### config.mk
export PLATFORM = sky130hd
export DESIGN_NAME = priority_timer_task_scheduler
export DESIGN_NICKNAME = d
export VERILOG_FILES = /design/src/rtl/core/ptts_pkg.sv /design/src/rtl/core/ptts_front.sv /design/src/rtl/core/ptts_back.sv /design/src/rtl/core/priority_timer_task_scheduler.sv
export SDC_FILE = /design/constraint.sdc
export NUM_CORES = 2
export LEC_CHECK = 0
export ABC_AREA = 1
export BUFFER_PORTS_ARGS = -buffer_cell sky130_fd_sc_hd__buf_4
export CAP_MARGIN = 20
export CORE_MARGIN = 10
export CORE_UTILIZATION = 60
export DETAILED_ROUTE_END_ITERATION = 6
export PLACE_DENSITY = 0.73
export SLEW_MARGIN = 20
export SYNTH_ARGS = -nofsm -noshare
export SYNTH_HDL_FRONTEND = slang
export SYNTH_SLANG_ARGS = --single-unit
### constraint.sdc
create_clock -name clk -period 12.35 [get_ports clk]
set_input_delay 0.6175 -clock clk [delete_from_list [all_inputs] [get_ports clk]]
set_output_delay 0.6175 -clock clk [all_outputs]
set_load 0.005 [all_outputs]
### src/rtl/core/ptts_pkg.sv
// ----------------------------------------------------------------------------
// ptts_pkg
// Types and constants shared by the timer job scheduler modules.
// ----------------------------------------------------------------------------
package ptts_pkg;

  localparam int SLOTS = 16;
  localparam int SLOT_W = $clog2(SLOTS);
  localparam int CNT_W = $clog2(SLOTS + 1);
  localparam int MAX_RESULTS = 16;
  localparam int QDEPTH = 2;

  localparam logic [1:0] FUNC_SUBMIT = 2'd0;
  localparam logic [1:0] FUNC_CANCEL = 2'd1;
  localparam logic [1:0] FUNC_TICK = 2'd2;

  localparam logic [1:0] KIND_DISPATCH = 2'd0;
  localparam logic [1:0] KIND_GRANT = 2'd1;
  localparam logic [1:0] KIND_REJECT = 2'd2;

  localparam logic [1:0] PRI_HIGH = 2'd2;

  typedef struct packed {
    logic [1:0] func;
    logic [15:0] job_tag;
    logic [1:0] priority_req;
    logic [15:0] delay;
    logic repeat_req;
    logic [15:0] interval;
    logic [3:0] handle;
  } in_item_t;

  typedef struct packed {
    logic [1:0] kind;
    logic [3:0] slot;
    logic [15:0] tag_out;
    logic [1:0] priority_out;
    logic last;
    logic [4:0] waiting_count;
  } out_item_t;

  // Classified command passed from the front part to the back part.
  typedef struct packed {
    logic [1:0] func;
    logic [15:0] job_tag;
    logic [1:0] pri;
    logic [15:0] delay;
    logic repeat_req;
    logic [15:0] interval;
    logic cancel_ok;
    logic [SLOT_W-1:0] handle;
  } cmd_t;

endpackage

### src/rtl/core/ptts_front.sv
// ----------------------------------------------------------------------------
// ptts_front
// Accepts command transactions, normalizes them and queues them; function code 3 is dropped.
// ----------------------------------------------------------------------------
module ptts_front (
  input  logic clk,
  input  logic rst_n,
  input  logic start,
  output logic busy,
  input  ptts_pkg::in_item_t in_item,
  output logic cmd_valid,
  output ptts_pkg::cmd_t cmd,
  input  logic cmd_pop
);
  import ptts_pkg::*;

  localparam int PW = $clog2(QDEPTH);

  cmd_t q_r [QDEPTH];
  logic [PW-1:0] wp_r, wp_nxt, rp_r, rp_nxt;
  logic [PW:0] cnt_r, cnt_nxt;
  logic push;
  cmd_t c;

  assign busy = (cnt_r == (PW+1)'(QDEPTH));
  assign push = start && !busy && (in_item.func != 2'd3);
  assign cmd_valid = (cnt_r != '0);
  assign cmd = q_r[rp_r];

  always_comb begin
    c.func = in_item.func;
    c.job_tag = in_item.job_tag;
    c.pri = (in_item.priority_req > PRI_HIGH) ? PRI_HIGH : in_item.priority_req;
    c.delay = in_item.delay;
    c.repeat_req = in_item.repeat_req;
    c.interval = in_item.interval;
    c.cancel_ok = (32'(in_item.handle) < SLOTS);
    c.handle = SLOT_W'(in_item.handle);
    wp_nxt = push ? wp_r + PW'(1) : wp_r;
    rp_nxt = cmd_pop ? rp_r + PW'(1) : rp_r;
    cnt_nxt = cnt_r + (PW+1)'(push) - (PW+1)'(cmd_pop);
  end

  always_ff @(posedge clk) begin
    if (!rst_n) begin
      wp_r <= '0;
      rp_r <= '0;
      cnt_r <= '0;
    end else begin
      wp_r <= wp_nxt;
      rp_r <= rp_nxt;
      cnt_r <= cnt_nxt;
    end
    if (push) begin
      q_r[wp_r] <= c;
    end
  end
endmodule

### src/rtl/core/ptts_back.sv
// ----------------------------------------------------------------------------
// ptts_back
// Holds the slot table and carries out submit, cancel and tick commands.
// ----------------------------------------------------------------------------
module ptts_back (
  input  logic clk,
  input  logic rst_n,
  input  logic cmd_valid,
  input  ptts_pkg::cmd_t cmd,
  output logic cmd_pop,
  output logic out_valid,
  output ptts_pkg::out_item_t out_item
);
  import ptts_pkg::*;

  localparam logic [1:0] ST_IDLE = 2'd0;
  localparam logic [1:0] ST_SUB2 = 2'd1;
  localparam logic [1:0] ST_SCAN = 2'd2;
  localparam logic [1:0] ST_PICK = 2'd3;
  localparam int NW = $clog2(MAX_RESULTS + 1);

  logic [SLOTS-1:0] valid_r, valid_nxt, pend_r, pend_nxt;
  logic [1:0] pri_r [SLOTS];
  logic [31:0] due_r [SLOTS];
  logic [15:0] iv_r [SLOTS];
  logic rep_r [SLOTS];
  logic [15:0] tag_r [SLOTS];
  logic [31:0] now_r, now_nxt;
  logic [1:0] st_r, st_nxt;
  logic [NW-1:0] n_r, n_nxt;
  logic [SLOT_W-1:0] sub_r;
  logic [SLOT_W:0] scan_r, scan_nxt;
  logic best_ok_r, best_ok_nxt;
  logic [SLOT_W-1:0] best_r, best_nxt;
  logic [31:0] best_late_r, best_late_nxt;
  logic [SLOT_W-1:0] free_idx;
  logic free_ok;
  logic [CNT_W-1:0] cnt_now;
  logic out_valid_nxt;
  out_item_t o_nxt;
  logic wr_sub, wr_due;
  logic [SLOT_W-1:0] wr_idx;
  logic [31:0] due_val;
  logic [31:0] late;
  logic [SLOT_W-1:0] si;
  logic [CNT_W-1:0] cnt_fut;
  logic [SLOTS-1:0] rep_vec;

  always_comb begin
    free_ok = 1'b0;
    free_idx = '0;
    for (int i = SLOTS - 1; i >= 0; i--) begin
      if (!valid_r[i]) begin
        free_ok = 1'b1;
        free_idx = SLOT_W'(i);
      end
    end
  end

  always_comb begin
    for (int i = 0; i < SLOTS; i++) begin
      rep_vec[i] = rep_r[i];
    end
  end

  function automatic logic [CNT_W-1:0] popc(input logic [SLOTS-1:0] v);
    logic [CNT_W-1:0] s;
    s = '0;
    for (int i = 0; i < SLOTS; i++) begin
      s = s + CNT_W'(v[i]);
    end
    return s;
  endfunction

  assign cnt_now = popc(valid_nxt);
  assign si = scan_r[SLOT_W-1:0];
  assign late = now_r - due_r[si];

  always_comb begin
    st_nxt = st_r;
    valid_nxt = valid_r;
    pend_nxt = pend_r;
    now_nxt = now_r;
    n_nxt = n_r;
    scan_nxt = scan_r;
    best_ok_nxt = best_ok_r;
    best_nxt = best_r;
    best_late_nxt = best_late_r;
    cmd_pop = 1'b0;
    out_valid_nxt = 1'b0;
    o_nxt = '0;
    wr_sub = 1'b0;
    wr_due = 1'b0;
    wr_idx = free_idx;
    due_val = '0;
    cnt_fut = '0;
    unique case (st_r)
      ST_IDLE: begin
        if (cmd_valid) begin
          cmd_pop = 1'b1;
          unique case (cmd.func)
            FUNC_SUBMIT: begin
              out_valid_nxt = 1'b1;
              o_nxt.tag_out = cmd.job_tag;
              o_nxt.priority_out = cmd.pri;
              o_nxt.last = 1'b1;
              if (!free_ok) begin
                o_nxt.kind = KIND_REJECT;
                o_nxt.waiting_count = 5'(popc(valid_r));
              end else begin
                wr_sub = 1'b1;
                o_nxt.kind = KIND_GRANT;
                o_nxt.slot = 4'(free_idx);
                if (cmd.repeat_req) begin
                  wr_due = 1'b1;
                  due_val = now_r + ((cmd.interval == '0) ? 32'd1 : 32'(cmd.interval));
                  valid_nxt[free_idx] = 1'b1;
                end else if (cmd.delay == '0) begin
                  o_nxt.last = 1'b0;
                  st_nxt = ST_SUB2;
                end else begin
                  wr_due = 1'b1;
                  due_val = now_r + 32'(cmd.delay);
                  valid_nxt[free_idx] = 1'b1;
                end
                o_nxt.waiting_count = 5'(popc(valid_nxt));
              end
            end
            FUNC_CANCEL: begin
              if (cmd.cancel_ok) begin
                valid_nxt[cmd.handle] = 1'b0;
              end
            end
            FUNC_TICK: begin
              now_nxt = now_r + 32'd1;
              n_nxt = '0;
              scan_nxt = '0;
              best_ok_nxt = 1'b0;
              pend_nxt = '0;
              st_nxt = ST_SCAN;
            end
            default: begin
            end
          endcase
        end
      end
      ST_SUB2: begin
        out_valid_nxt = 1'b1;
        o_nxt.kind = KIND_DISPATCH;
        o_nxt.slot = 4'(sub_r);
        o_nxt.tag_out = tag_r[sub_r];
        o_nxt.priority_out = pri_r[sub_r];
        o_nxt.last = 1'b1;
        o_nxt.waiting_count = 5'(popc(valid_r));
        st_nxt = ST_IDLE;
      end
      ST_SCAN: begin
        // One slot per cycle: mark due jobs and track the best candidate.
        if (valid_r[si] && !late[31]) begin
          pend_nxt[si] = 1'b1;
          if (!best_ok_nxt || pri_r[si] > pri_r[best_r] ||
              (pri_r[si] == pri_r[best_r] && late > best_late_r)) begin
            best_ok_nxt = 1'b1;
            best_nxt = si;
            best_late_nxt = late;
          end
        end
        scan_nxt = scan_r + (SLOT_W+1)'(1);
        if (scan_r == (SLOT_W+1)'(SLOTS - 1)) begin
          st_nxt = ST_PICK;
        end
      end
      ST_PICK: begin
        if (!best_ok_r) begin
          st_nxt = ST_IDLE;
        end else begin
          pend_nxt[best_r] = 1'b0;
          if (rep_r[best_r]) begin
            wr_due = 1'b1;
            wr_idx = best_r;
            due_val = now_r + ((iv_r[best_r] == '0) ? 32'd1 : 32'(iv_r[best_r]));
          end else begin
            valid_nxt[best_r] = 1'b0;
          end
          n_nxt = n_r + NW'(1);
          best_ok_nxt = 1'b0;
          scan_nxt = '0;
          if (pend_nxt == '0 || n_nxt == NW'(MAX_RESULTS)) begin
            st_nxt = ST_IDLE;
          end else begin
            st_nxt = ST_SCAN;
          end
          // Count after the whole tick: the non-repeating jobs still pending will be freed.
          cnt_fut = popc(valid_nxt & ~(pend_nxt & ~rep_vec));
          out_valid_nxt = 1'b1;
          o_nxt.kind = KIND_DISPATCH;
          o_nxt.slot = 4'(best_r);
          o_nxt.tag_out = tag_r[best_r];
          o_nxt.priority_out = pri_r[best_r];
          o_nxt.last = (st_nxt == ST_IDLE);
          o_nxt.waiting_count = 5'(cnt_fut);
        end
      end
      default: begin
        st_nxt = ST_IDLE;
      end
    endcase
  end

  always_ff @(posedge clk) begin
    if (!rst_n) begin
      st_r <= ST_IDLE;
      valid_r <= '0;
      pend_r <= '0;
      now_r <= '0;
      n_r <= '0;
      scan_r <= '0;
      best_ok_r <= 1'b0;
      out_valid <= 1'b0;
    end else begin
      st_r <= st_nxt;
      valid_r <= valid_nxt;
      pend_r <= pend_nxt;
      now_r <= now_nxt;
      n_r <= n_nxt;
      scan_r <= scan_nxt;
      best_ok_r <= best_ok_nxt;
      out_valid <= out_valid_nxt;
    end
    best_r <= best_nxt;
    best_late_r <= best_late_nxt;
    out_item <= o_nxt;
    if (wr_sub) begin
      sub_r <= free_idx;
      tag_r[free_idx] <= cmd.job_tag;
      pri_r[free_idx] <= cmd.pri;
      rep_r[free_idx] <= cmd.repeat_req;
      iv_r[free_idx] <= cmd.interval;
    end
    if (wr_due) begin
      due_r[wr_idx] <= due_val;
    end
  end
endmodule

### src/rtl/core/priority_timer_task_scheduler.sv
// ----------------------------------------------------------------------------
// priority_timer_task_scheduler
// Slot table of timed jobs with priority-ordered dispatch on each tick.
// ----------------------------------------------------------------------------
// The back part takes each command from the queue in its idle state. With the
// back part idle, a submit strobes its grant from the registered output, and a
// one-shot job with zero delay then strobes its dispatch from the ST_SUB2 state;
// a cancel gives no result. A tick scans the slot table one slot per cycle in
// ST_SCAN and then emits the best due job from ST_PICK, repeating scan and
// dispatch for each due job. A two-entry command queue lets new transactions
// enter while a tick runs; busy is high while it is full. Results appear on
// out_valid for one cycle each and cannot be held off.
module priority_timer_task_scheduler (
  input  logic clk,
  input  logic rst_n,
  input  logic start,
  output logic busy,
  input  ptts_pkg::in_item_t in_item,
  output logic out_valid,
  output ptts_pkg::out_item_t out_item
);
  import ptts_pkg::*;

  logic cmd_valid, cmd_pop;
  cmd_t cmd;

  ptts_front u_front (
    .clk(clk), .rst_n(rst_n), .start(start), .busy(busy), .in_item(in_item),
    .cmd_valid(cmd_valid), .cmd(cmd), .cmd_pop(cmd_pop)
  );

  ptts_back u_back (
    .clk(clk), .rst_n(rst_n), .cmd_valid(cmd_valid), .cmd(cmd),
    .cmd_pop(cmd_pop), .out_valid(out_valid), .out_item(out_item)
  );
endmodule
== Word level (Yosys, flattened, before mapping) ==
Memory sizes are Yosys's and may differ from the RTL's. A register that Yosys moved wholly into a read port is not among the register bits.
Cells that the tools add are included.
Storage, ports and cells
  register bits: 152
  latch bits: 0
  memory bits (writable): 1186
  bits in read-only memories: 0
  input port bits: 60
  output and inout bits: 32
  word-level logic and storage cells: 300
  memories kept: 6
Cells by class
  add/subtract/negate cells: 56
  multiply operators: 0
  divide/modulo/power cells: 0
  order comparisons: 11
  eq/ne operators: 22
  shifts and indexed selects: 0
  multiplexer cells: 142
  bitwise operators: 11
  reductions and logical operators: 32
Memories
  u_back.due_r: words 16, width 32, rd ports 1, clocked after Yosys merged registers in 1, wr ports 1, RTL line ptts_back.sv:24  | logic [31:0] due_r [SLOTS];
  u_back.iv_r: words 16, width 16, rd ports 1, clocked after Yosys merged registers in 1, wr ports 1, RTL line ptts_back.sv:25  | logic [15:0] iv_r [SLOTS];
  u_back.tag_r: words 16, width 16, rd ports 2, clocked after Yosys merged registers in 2, wr ports 1, RTL line ptts_back.sv:27  | logic [15:0] tag_r [SLOTS];
  u_front.q_r: words 2, width 57, rd ports 1, clocked after Yosys merged registers in 1, wr ports 1, RTL line ptts_front.sv:19  | cmd_t q_r [QDEPTH];
  u_back.pri_r: words 16, width 2, rd ports 3, clocked after Yosys merged registers in 3, wr ports 1, RTL line ptts_back.sv:23  | logic [1:0] pri_r [SLOTS];
  u_back.rep_r: words 16, width 1, rd ports 17, clocked after Yosys merged registers in 1, wr ports 1, RTL line ptts_back.sv:26  | logic rep_r [SLOTS];
Operators with widths (number)
  $mux W16: 19
  $mux W32: 7
  $add A5 B1 Y5: 42
  $mux W4: 30
  $pmux W30 S3: 1
  $and A16 B16 Y16: 5
  $add A32 B32 Y32: 2
  $logic_not A16 Y1: 4
  $not A16 Y16: 4
  $pmux W16 S2: 2
  $pmux W32 S2: 1
  $mux W30: 2
  $mux W1: 50
  $pmux W16 S3: 1
  $add A32 B1 Y32 const B: 1
  $add A32 B16 Y32: 1
  $gt A32 B32 Y1: 1
  $or A16 B16 Y16: 2
  $sub A32 B32 Y32: 1
  $mux W28: 1
  $mux W5: 5
  $mux W2: 11
  $lt A4 B5 Y1 const B: 4
  $demux W1 S4: 4
  34 further kinds: 73

== Logic depth before layout (Yosys ltp) ==
  word-level depth: 46
  gate-level depth with buffers: 35
  mapped depth without buffers: 32

== Modules after synthesis ==
From an unflattened synthesis, not the netlist that was laid out.
Unflattened totals
  cells, all modules: 6009
  area, all modules: 64758.4 um2
Modules (own cells, without submodules)
  ptts_back: instances 1, cells an instance 5789, area an instance 60256.5 um2, sequential area each 35794.3 um2
  ptts_front: instances 1, cells an instance 220, area an instance 4501.8 um2, sequential area each 3523.4 um2

== Least setup slack after synthesis ==
Ideal clock, no wire load.
  kind: register to register
  start point: register with a tool-made name
  end point: register u_back.best_late_r[0], enable pin
  library setup time: 0.391 ns
  arrival time: 5.441 ns
  required time: 11.959 ns
  slack: 6.518 ns
  stages on the path, launching flop included: 33
  path buffers: 4
  clock period less this slack: 5.832 ns
  cell sequence: dfxtp_1 buf_2 clkbuf_1 clkbuf_1 buf_1 a21oi_1 o21ai_0 o211ai_1 nand3_1 nand2_1 inv_1 ha_1 a21oi_1 nand2_1 a21oi_1 o21ai_1 a21boi_0 o21ai_0 a21boi_0 nor2_1 nor2_1 xnor2_1 ha_1 a21oi_1 o21ai_0 nand2_1 a31oi_1 a211oi_1 nand2_1 nand2_1 nand2_1 nand3_1 inv_1
RTL lines
  end signal: assignment: RTL line ptts_back.sv:231  | best_late_r <= best_late_nxt;
  end: declaration: RTL line ptts_back.sv:35  | logic [31:0] best_late_r, best_late_nxt;

==> qor.yml <==
status: "complete, no violations"
path_cells: "buf_4 > inv_2 > buf_4 > nand2_1 > nand2_1 > nor4_1 > nand4_1 > nand3_1 > ha_1 > fa_1 > nand3_1 > nand2_1 > nand2_1 > o21ai_1 > a21boi_0 > o21ai_1 > nand2_1 > xor2_1 > a21oi_1 > nand3_1 > a21oi_1"
cts_tree: "yes"
synth.ff_latch_count: 1351
crit_type: "reg -> reg"
worst_pin_slew_ns: 1.19
maxSlewHeadroom_pct: 20.6
dominantRegCellSynth: "edfxtp_1"
setup_viol: 0
finalPower_w: 0.0139
hp-class: "in -> reg"
top_layer: "met4"
synthTopCellsByArea: "edfxtp_1, o21ai_0, a21oi_1, nand2_1, dfxtp_1"
die_area_sq_mm: 0.122
antenna_found_initial: 1
cap_viol_max_count: 0
dr.pass1.iters: 7
wl_met3_microns: 23000
die_h_microns: 349
period_share_pct: 62.0
clk_latency_ns: 0.78
ys_seq_area_share_pct: 60.6
power_density_mw_per_mm2: 193
critPathMaxStageDelay_ns: 1.00
critPathCaptureType: "flip-flop"
path_buf_inv: 3
core-area_sq_mm: 0.107
postCtsHoldBufs: 1
fmax_ghz: 0.131
tns_ns: 0
grt-ovfl-total: 0
path_delay_family: "compound AO/OA/AOI/OAI gates"
final_cell_mix: "edfxtp_1, o21ai_0, nand2_1"
drt-initial-drc-count: 7149
synth.distinct_cells: 61
routedWlPerCell_microns: 25.6
cts_sinks: 1351
critical_path.most_common_cell: "nand2_1"
drv_slew: 0
peakVddDrop_v: 0.000189
final_cell_area_sq_mm: 0.0718
io_buffers: 91
place.detailed.hpwl_microns: 115000
die_w_microns: 349
synth_top_area_share_pct: 56.7
fin_util_pct: 67.0
hold_viol: 0
startpoint_type: "flip-flop"
synth_cells: 6206
io_pins: 92
cts_root_buffer: "clkbuf_16"
synthArstFlopShare_pct: 0
syn2layout_area_growth_pct: 10.6
drc: 0
post_cts_resized: 0
final_common_cell: "edfxtp_1"
place_congestion: 0.995
leakagePower_nw: 26.0
drive_gt1_share_pct: 8.34
cts.path.max_buffers: 3
rsz0062_at_grt: "no"
avgSynthCellArea_sq_um: 10.5
syn-cell-area_sq_mm: 0.0649
wl_met2_microns: 86500
synth_fp_nets: 6443
cts_inserted_buffers: 142
drt_wl_total_microns: 197000
grt_pass1_wl_microns: 292000
initial_core_util_pct: 60.6
htreeDepth: 4
clk_pin_slew_ns: 0.06
num_rows: 120
ant_nets: 0
cp.required_ns: 12.74
grt_pass1_vias: 47300
cts_setup_buffers: 0
grt_max_degree: 261
routedLengthMet1_microns: 78600
crit_fanout: 59
synth-edff-count: 1226
placed_area_sq_mm: 0.0671
yosysWarningCount: 0
route.vias.total: 49700
fin_crit_ns: 7.65
grt_use_total_pct: 31.7
routed_via_density: 6.45
worstPathArrival_ns: 8.04
yosysTopAreaCell: "edfxtp_1"
nets: 6434
slowest_stage: "a21oi_1"
finalClockSkew_ns: 0.0356
-- power breakdown --
part / total, W / internal [W] / switching, W / leakage, nW
registers: 0.00568 / 0.00550 / 0.000175 / 11.9
clock network: 0.00427 / 0.00247 / 0.00180 / 2.29
logic: 0.00394 / 0.00117 / 0.00277 / 11.8
-- sequential cells by signal, indices dropped and copies added, names as in the netlist, named ones only --
register / count
u_back.n_r: 5
u_front.rp_r: 1
u_front.wp_r: 1
u_back.scan_r: 5
u_front.cnt_r: 2
u_back.iv_r: 256
u_back.out_valid: 1
u_back.pend_r: 16
u_back.st_r: 2
u_back.due_r: 512
u_back.best_r: 4
u_back.best_ok_r: 1
u_back.rep_r: 16
u_back.valid_r: 16
u_back.out_item: 30
u_back.now_r: 32
u_back.tag_r: 256
u_back.pri_r: 32
u_back.best_late_r: 32
u_front.q_r: 114
u_back.sub_r: 4
-- synthesized netlist by cell type, types with 6 or more instances --
cell type  number
o21a_1          9
inv_2           8
o21bai_1       13
nor4_1         22
nor2_2          6
clkinv_1       12
a211oi_1        7
a31oi_1        37
buf_1          28
nand3_1       313
ha_1          143
o22ai_1        23
or2_2          21
xor2_1         51
xnor2_1        21
fa_1           34
dfxtp_1       125
edfxtp_1     1226
nand3b_1        6
o21ai_1        13
inv_1         603
nand2_1       730
buf_2          35
mux2i_1       126
nor2_1        418
clkbuf_1      276
nor3_1         34
a21boi_0        6
nand4_1        41
o211ai_1      250
o31ai_1        20
o221ai_1       56
a21o_1         16
o21ai_0       809
a21oi_1       623
-- layer usage --
metal | up-vias | global-route usage [%]
li1 | 22300 | -
met1 | 23800 | 44.6
met2 | 3091 | 47.5
met3 | 542 | 6.45
met4 | 0 | 14.0
met5 | - | 0
-- cell type report --
cell class | instances | area (sq um)
Antenna cell | 2 | 5.00
Sequential cell | 1351 | 39400
Multi-Input combinational cell | 3892 | 22300
Fill cell | 8031 | 35400
Clock inverter | 74 | 738
Inverter | 623 | 2340
Tap cell | 1403 | 1760
Timing Repair Buffer | 187 | 1450
Clock buffer | 182 | 3920
-- path summary, 6_finish.rpt --
| path | start | to | slack, ns | cells after the start |
|---|---|---|---|---|
| max | flip-flop | u_back.due_r[10][24]$_DFFE_PP_ | 4.70 | 21 |
| min | in_item[39] | u_front.q_r[0][39]$_DFFE_PP_ | 0.04 | 1 |
| max reg2reg | flip-flop | u_back.due_r[10][24]$_DFFE_PP_ | 4.70 | 21 |
| min reg2reg | u_front.rp_r$_SDFFE_PN0P_ | flip-flop | 0.45 | 1 |
-- through the flow --
stage          std cells  hold slack [ns]  setup WS, ns
6_report            7714           0.0403          4.70
5_1_grt             7712           0.0168          4.19
4_1_cts             7712          0.00851          4.84
3_5_place_dp        7455            0.438          4.86
3_3_place_gp        7455            0.429          4.94
2_1_floorplan       6206            0.426          6.52
-- worst reg2reg max path: cells and delay by family (launching register included) --
family / cells / cell delay, ns
AOI/OAI and AO/OA: 5 / 2.85
and+or+nand+nor: 10 / 2.27
buffers and inverters: 3 / 1.13
adders and majority gates: 2 / 0.49
DFF: 1 / 0.31
xor gates and xnor gates: 1 / 0.25
-- kinds of logic (layout without fill, tap and decap cells) --
group / after synthesis / in the layout / synth area share (%)
AOI/OAI and AO/OA: 1902 / 1902 / 16.5
other: 0 / 2 / 0
muxes: 127 / 127 / 1.96
DFF: 1351 / 1351 / 60.6
and+or+nand+nor: 1614 / 1614 / 10.6
buffers and inverters: 963 / 1066 / 5.65
xor gates and xnor gates: 72 / 72 / 0.971
adders and majority gates: 177 / 177 / 3.80
(Power assumes the default switching activity.)
